`src/rtl/error_rate_clock_governor_core_macros.svh`:
```
// ---------------------------------------------------------------------------
// Assertion macros for the clock governor
// Shared property wrappers on clk_i with reset disable.
// ---------------------------------------------------------------------------
`ifndef ERROR_RATE_CLOCK_GOVERNOR_CORE_MACROS_SVH
`define ERROR_RATE_CLOCK_GOVERNOR_CORE_MACROS_SVH

// same-cycle implication
`define ERCG_ASSERT_NOW(label, ante, cons, msg) \
  label: assert property (@(posedge clk_i) disable iff (!rst_ni) (ante) |-> (cons)) \
    else $error(msg);

// next-cycle implication
`define ERCG_ASSERT_NEXT(label, ante, cons, msg) \
  label: assert property (@(posedge clk_i) disable iff (!rst_ni) (ante) |=> (cons)) \
    else $error(msg);

`endif

```
`src/rtl/ercg_pkg.sv`:
```
// ---------------------------------------------------------------------------
// Clock governor package
// Constants, shared types and helpers for the governor core.
// ---------------------------------------------------------------------------
package ercg_pkg;

  localparam int STEP_COUNT = 64;
  localparam int STEP_W     = 6;
  localparam int PEAK_AW    = 7;
  localparam int Q_W        = 24;
  localparam int CFG_W      = 17;
  localparam int DIV_NW     = 40;
  localparam int DIV_DW     = 24;
  localparam int DIV_CW     = 6;
  localparam int MUL_W      = 26;

  localparam logic [Q_W-1:0]   SAT24        = 24'hFFFFFF;
  localparam logic [CFG_W-1:0] DECAY_Q16    = 17'd65208;
  localparam logic [CFG_W-1:0] Q_ONE        = 17'd65536;
  localparam logic [Q_W-1:0]   WEIGHT_FULL  = 24'd6553600;
  localparam logic [Q_W-1:0]   WEIGHT_TRUST = 24'd9830400;
  localparam logic [STEP_W:0]  EXTRAP_SPAN  = 7'd20;
  localparam logic [Q_W-1:0]   RATE_DIV     = 24'd100;

  typedef enum logic [2:0] {
    CFG_DEFAULT_STEP,
    CFG_TOP_STEP,
    CFG_RATE_CEILING,
    CFG_STAY_BONUS,
    CFG_OVERHEAT
  } cfg_idx_e;

  typedef struct packed {
    logic              start;
    logic [DIV_NW-1:0] dividend;
    logic [DIV_DW-1:0] divisor;
  } div_req_t;

  typedef struct packed {
    logic              done;
    logic [DIV_NW-1:0] quotient;
  } div_rsp_t;

  function automatic logic [STEP_W-1:0] clamp_step(logic [STEP_W-1:0] s);
    return (s > STEP_W'(STEP_COUNT - 1)) ? STEP_W'(STEP_COUNT - 1) : s;
  endfunction

endpackage

```
`src/rtl/ercg_div.sv`:
```
// ---------------------------------------------------------------------------
// Iterative divider
// Restoring unsigned divider, one quotient bit per cycle.
// ---------------------------------------------------------------------------
module ercg_div import ercg_pkg::*; (
  input  logic     clk_i,
  input  logic     rst_ni,
  input  div_req_t req_i,
  output div_rsp_t rsp_o
);

  logic              busy_q, done_q;
  logic [DIV_CW-1:0] cnt_q;
  logic [DIV_DW:0]   rem_q;
  logic [DIV_NW-1:0] quo_q;
  logic [DIV_DW-1:0] dvs_q;
  logic [DIV_DW:0]   rem_sh;
  logic              fits;

  assign rem_sh = {rem_q[DIV_DW-1:0], quo_q[DIV_NW-1]};
  assign fits   = rem_sh >= {1'b0, dvs_q};

  always_ff @(posedge clk_i or negedge rst_ni) begin
    if (!rst_ni) begin
      busy_q <= 1'b0;
      done_q <= 1'b0;
      cnt_q  <= '0;
    end else begin
      done_q <= 1'b0;
      if (req_i.start) begin
        busy_q <= 1'b1;
        cnt_q  <= DIV_CW'(DIV_NW - 1);
      end else if (busy_q) begin
        cnt_q <= cnt_q - 1'b1;
        if (cnt_q == '0) begin
          busy_q <= 1'b0;
          done_q <= 1'b1;
        end
      end
    end
  end

  always_ff @(posedge clk_i) begin
    if (req_i.start) begin
      rem_q <= '0;
      quo_q <= req_i.dividend;
      dvs_q <= req_i.divisor;
    end else if (busy_q) begin
      rem_q <= fits ? rem_sh - {1'b0, dvs_q} : rem_sh;
      quo_q <= {quo_q[DIV_NW-2:0], fits};
    end
  end

  assign rsp_o.done     = done_q;
  assign rsp_o.quotient = quo_q;

endmodule
```
`config.mk`:
```
export PLATFORM = sky130hd
export DESIGN_NAME = ercg_div
export DESIGN_NICKNAME = d
export VERILOG_FILES = /design/src/rtl/error_rate_clock_governor_core_macros.svh /design/src/rtl/ercg_pkg.sv /design/src/rtl/ercg_div.sv
export SDC_FILE = /design/constraint.sdc
export NUM_CORES = 1
export LEC_CHECK = 0
export BUFFER_PORTS_ARGS = -buffer_cell sky130_fd_sc_hd__buf_2
export CORE_UTILIZATION = 30
export CTS_CLUSTER_SIZE = 30
export DETAILED_ROUTE_END_ITERATION = 8
export SYNTH_ARGS = -nofsm -noshare
export SYNTH_HDL_FRONTEND = slang
export SYNTH_SLANG_ARGS = --single-unit
export TNS_END_PERCENT = 100
```
`constraint.sdc`:
```
create_clock -name clk_i -period 3.12 [get_ports clk_i]
set_input_delay 0 -clock clk_i [delete_from_list [all_inputs] [get_ports clk_i]]
set_output_delay 0 -clock clk_i [all_outputs]
set_load 0.02 [all_outputs]
```
==> impl_metrics.ini <==
[global_route]
grt.total_usage_pct = 15.12
grt_overflow = 0
grt_pass1_wl_um = 21380
antenna_found_initial = 0
grt_max_degree = 47
grt_pass1_vias = 4435

[final_layout]
final_core_util_pct = 41.12
nets = 735
area_growth_syn_to_layout_pct = 31.96
drive_above_1_share_pct = 29.26
fillers = 1658
diodes = 0

[flow_run]
drv_cap = 0

[worst_setup_path]
reg2reg_slack_ps = 290
worst_r2r_endpoint = rem_q[22]
slowest_delay_ps = 410
rr_worst_depth = 11
critPathMostFrequentCell = a2111oi_2
cp_data_required_time_ps = 3380
cp_cell_sequence = inv_1 -> ha_1 -> fa_1 -> and2b_1 -> o2111ai_2 -> a21oi_2 -> a2111oi_2 -> o31ai_2 -> a211o_1 -> a211oi_2 -> a2111oi_2
timing.rr.start = quo_q[39]
arrival_ps = 3080
end_kind = flop
crit_path_top_delay_cell = fa_1
crit_fanout = 4
cp-start-kind = flop
critical_path_class = reg2reg

[clock_network]
clockBufferDepth = 2
cts.sinks = 96
insertion_delay_ps = 360
h-tree-depth = 3
cts_root_buffer = clkbuf_16
cts_tree = built
path_clk_slew_ps = 70
numCtsBuffers = 9

[synth]
synth_top_flop_cell = edfxtp_1
synthesis.area_mm2 = 0.005241
synth_top_area_share_pct = 36.67
ys_seq_area_share_pct = 49.65
ys_types = 63
synthCells = 476
synthesis.nets = 570
synth_area_leaders = edfxtp_1 (37%), dfxtp_1 (9.2%), mux2_2 (8.6%)
syn-mean-instance-area_um2 = 11.01
synth-edff-count = 64
yosysTopAreaCell = edfxtp_1
synth_warnings = 0
synth-seq-cells = 96
postSynth.asyncResetShare_pct = 8.333

[pwr]
p_seq_share_pct = 49.2
p_total_mw = 3.046
p_comb_share_pct = 15.8
powerDensity_mw_per_mm2 = 440.5
switchingPower_mw = 0.8135
p_int_mw = 2.233
power_frac_clock_pct = 35.0
leakage_nw = 2.913
vdd_ir_drop_max_uv = 293.7
p_sw_share_pct = 26.70

[detailed_routing]
first_pass_iters = 4
ant_nets = 0
drc_errors = 0
wl_per_cell_um = 15.01
num_vias = 4230
vias_per_cell = 4.885
drtIter0Drc = 195
finalWirelength_um = 13000

[outcome]
status = complete, no violations

[timing]
setup_viol = 0
max_freq_mhz = 353.5
clock_skew_ps = 9.227
fin_ws_ps = 291.0
fin_crit_ps = 2829
rsz0062_at_grt = no
tightest_slew_ps = 528.0
fin_crit_sh_pct = 90.67
final_hold_viol_count = 0
whs_ps = 6.265
relSlewSlack_pct = 64.80
drv_slew = 0
setup_tns_ps = 0

[floorplan]
core-area_mm2 = 0.01682
die_x_um = 134.2
die_area_mm2 = 0.01800
rows = 47
die_height_um = 134.2
start_util_pct = 31.16
ios = 108

[placed_design]
gp_congestion = 0.8534
place_ws_ps = 252.1
port_buffers = 107
hpwl_um = 8713

[worst_hold_path]
hold_path_class = in2async
## worst max-delay path, delay by kind of cell, from the launching register on
family | cells | cell delay [ps]
buf+inv | 1 | 50
fa+ha+maj | 2 | 650
compound gates | 7 | 1430
flops | 1 | 360
simple gates | 1 | 240
## repair_timing
item,in CTS,in global routing
hold endpoints to repair,72,0
gates resized for setup,0,1
endpoints found under the setup margin,0,1
setup buffers,0,0
hold buffers,65,0
## how the worst max path moves through the flow
stage / slack (ps) / depth (start not counted) / endpoint / start
after floorplan: 390 / 11 / rem_q[22] / quo_q[39]
after global placement: 340 / 11 / rem_q[22] / quo_q[39]
after detailed placement: 250 / 11 / rem_q[22] / quo_q[39]
after CTS: 220 / 11 / rem_q[22] / quo_q[39]
after global routing: 40 / 11 / rem_q[22] / quo_q[39]
final: 290 / 11 / rem_q[22] / quo_q[39]
## state kept, by name (all words and copies together) (netlist names)
| signal | count |
|---|---|
| busy_q | 1 |
| done_q | 1 |
| cnt_q | 6 |
| quo_q | 40 |
| dvs_q | 24 |
| rem_q | 24 |
## routing by layer
layer  vias up  GRT usage, %  share of wire (%)  routed length (um)
li1       2081             -                  -                   -
met3         9         4.535                6.3                 823
met5         -             0                  0                   0
met4         0         5.119                1.2                 151
met1      2011         18.74                 45                5889
met2       129         25.01                 47                6137
## metrics by stage
step / instance area (um2) / cells
final: 6917 / 866
after global routing: 6917 / 866
after CTS: 6912 / 866
after detailed placement: 5983 / 785
after global placement: 5983 / 785
after floorplan: 5241 / 476
## cells by family after synthesis
kind of cell / count (synthesis) / share of synthesized area, %
AO/OA/AOI/OAI: 103 / 15.25
XOR/XNOR: 19 / 3.175
adder cells (fa/ha/maj): 27 / 6.589
buffers and inverters: 57 / 4.440
flip-flops: 96 / 49.65
multiplexers: 40 / 8.594
AND/OR/NAND/NOR: 134 / 12.29
## cells in the mapped netlist (10+ instances only)
cell type and count:
edfxtp_1 64, nor2_1 32, mux2_2 40, a311oi_1 14, nand2_1 51, a21oi_1 20, inv_1 35, xnor2_1 12
nand3_1 11, ha_1 26, clkbuf_1 13, o21ai_0 10, dfxtp_1 24
## layout make-up
class | count | area, um2 | area share, %
multi-input cells | 323 | 2411 | 34.86
inverters | 35 | 131.4 | 1.899
clock buffers | 9 | 225.2 | 3.256
clock inverters | 7 | 52.55 | 0.7598
flip-flops and latches | 96 | 2603 | 37.63
repair buffers | 176 | 1219 | 17.62
well taps | 220 | 275.3 | 3.980
## cell usage in the layout (no fill, tap or decap), types with 9 or more instances in the layout
cell type,n
o21ai_0,10
ha_1,26
mux2_2,40
nor2_1,32
dlygate4sd3_1,65
xnor2_1,12
a311oi_1,14
edfxtp_1,64
clkbuf_16,9
a21oi_1,20
nand3_1,11
dfxtp_1,24
nand2_1,51
inv_1,35
buf_2,106
## power by group through the flow
stage	Combinational (mW)	Clock (mW)	Sequential [mW]
finish	0.482	1.07	1.50
global route	0.523	1.14	1.51
CTS	0.481	1.09	1.50
detailed placement	0.415	0	1.52
global placement	0.410	0	1.52
floorplan	0.203	0	1.58
Power figures use the tool's default switching activity.
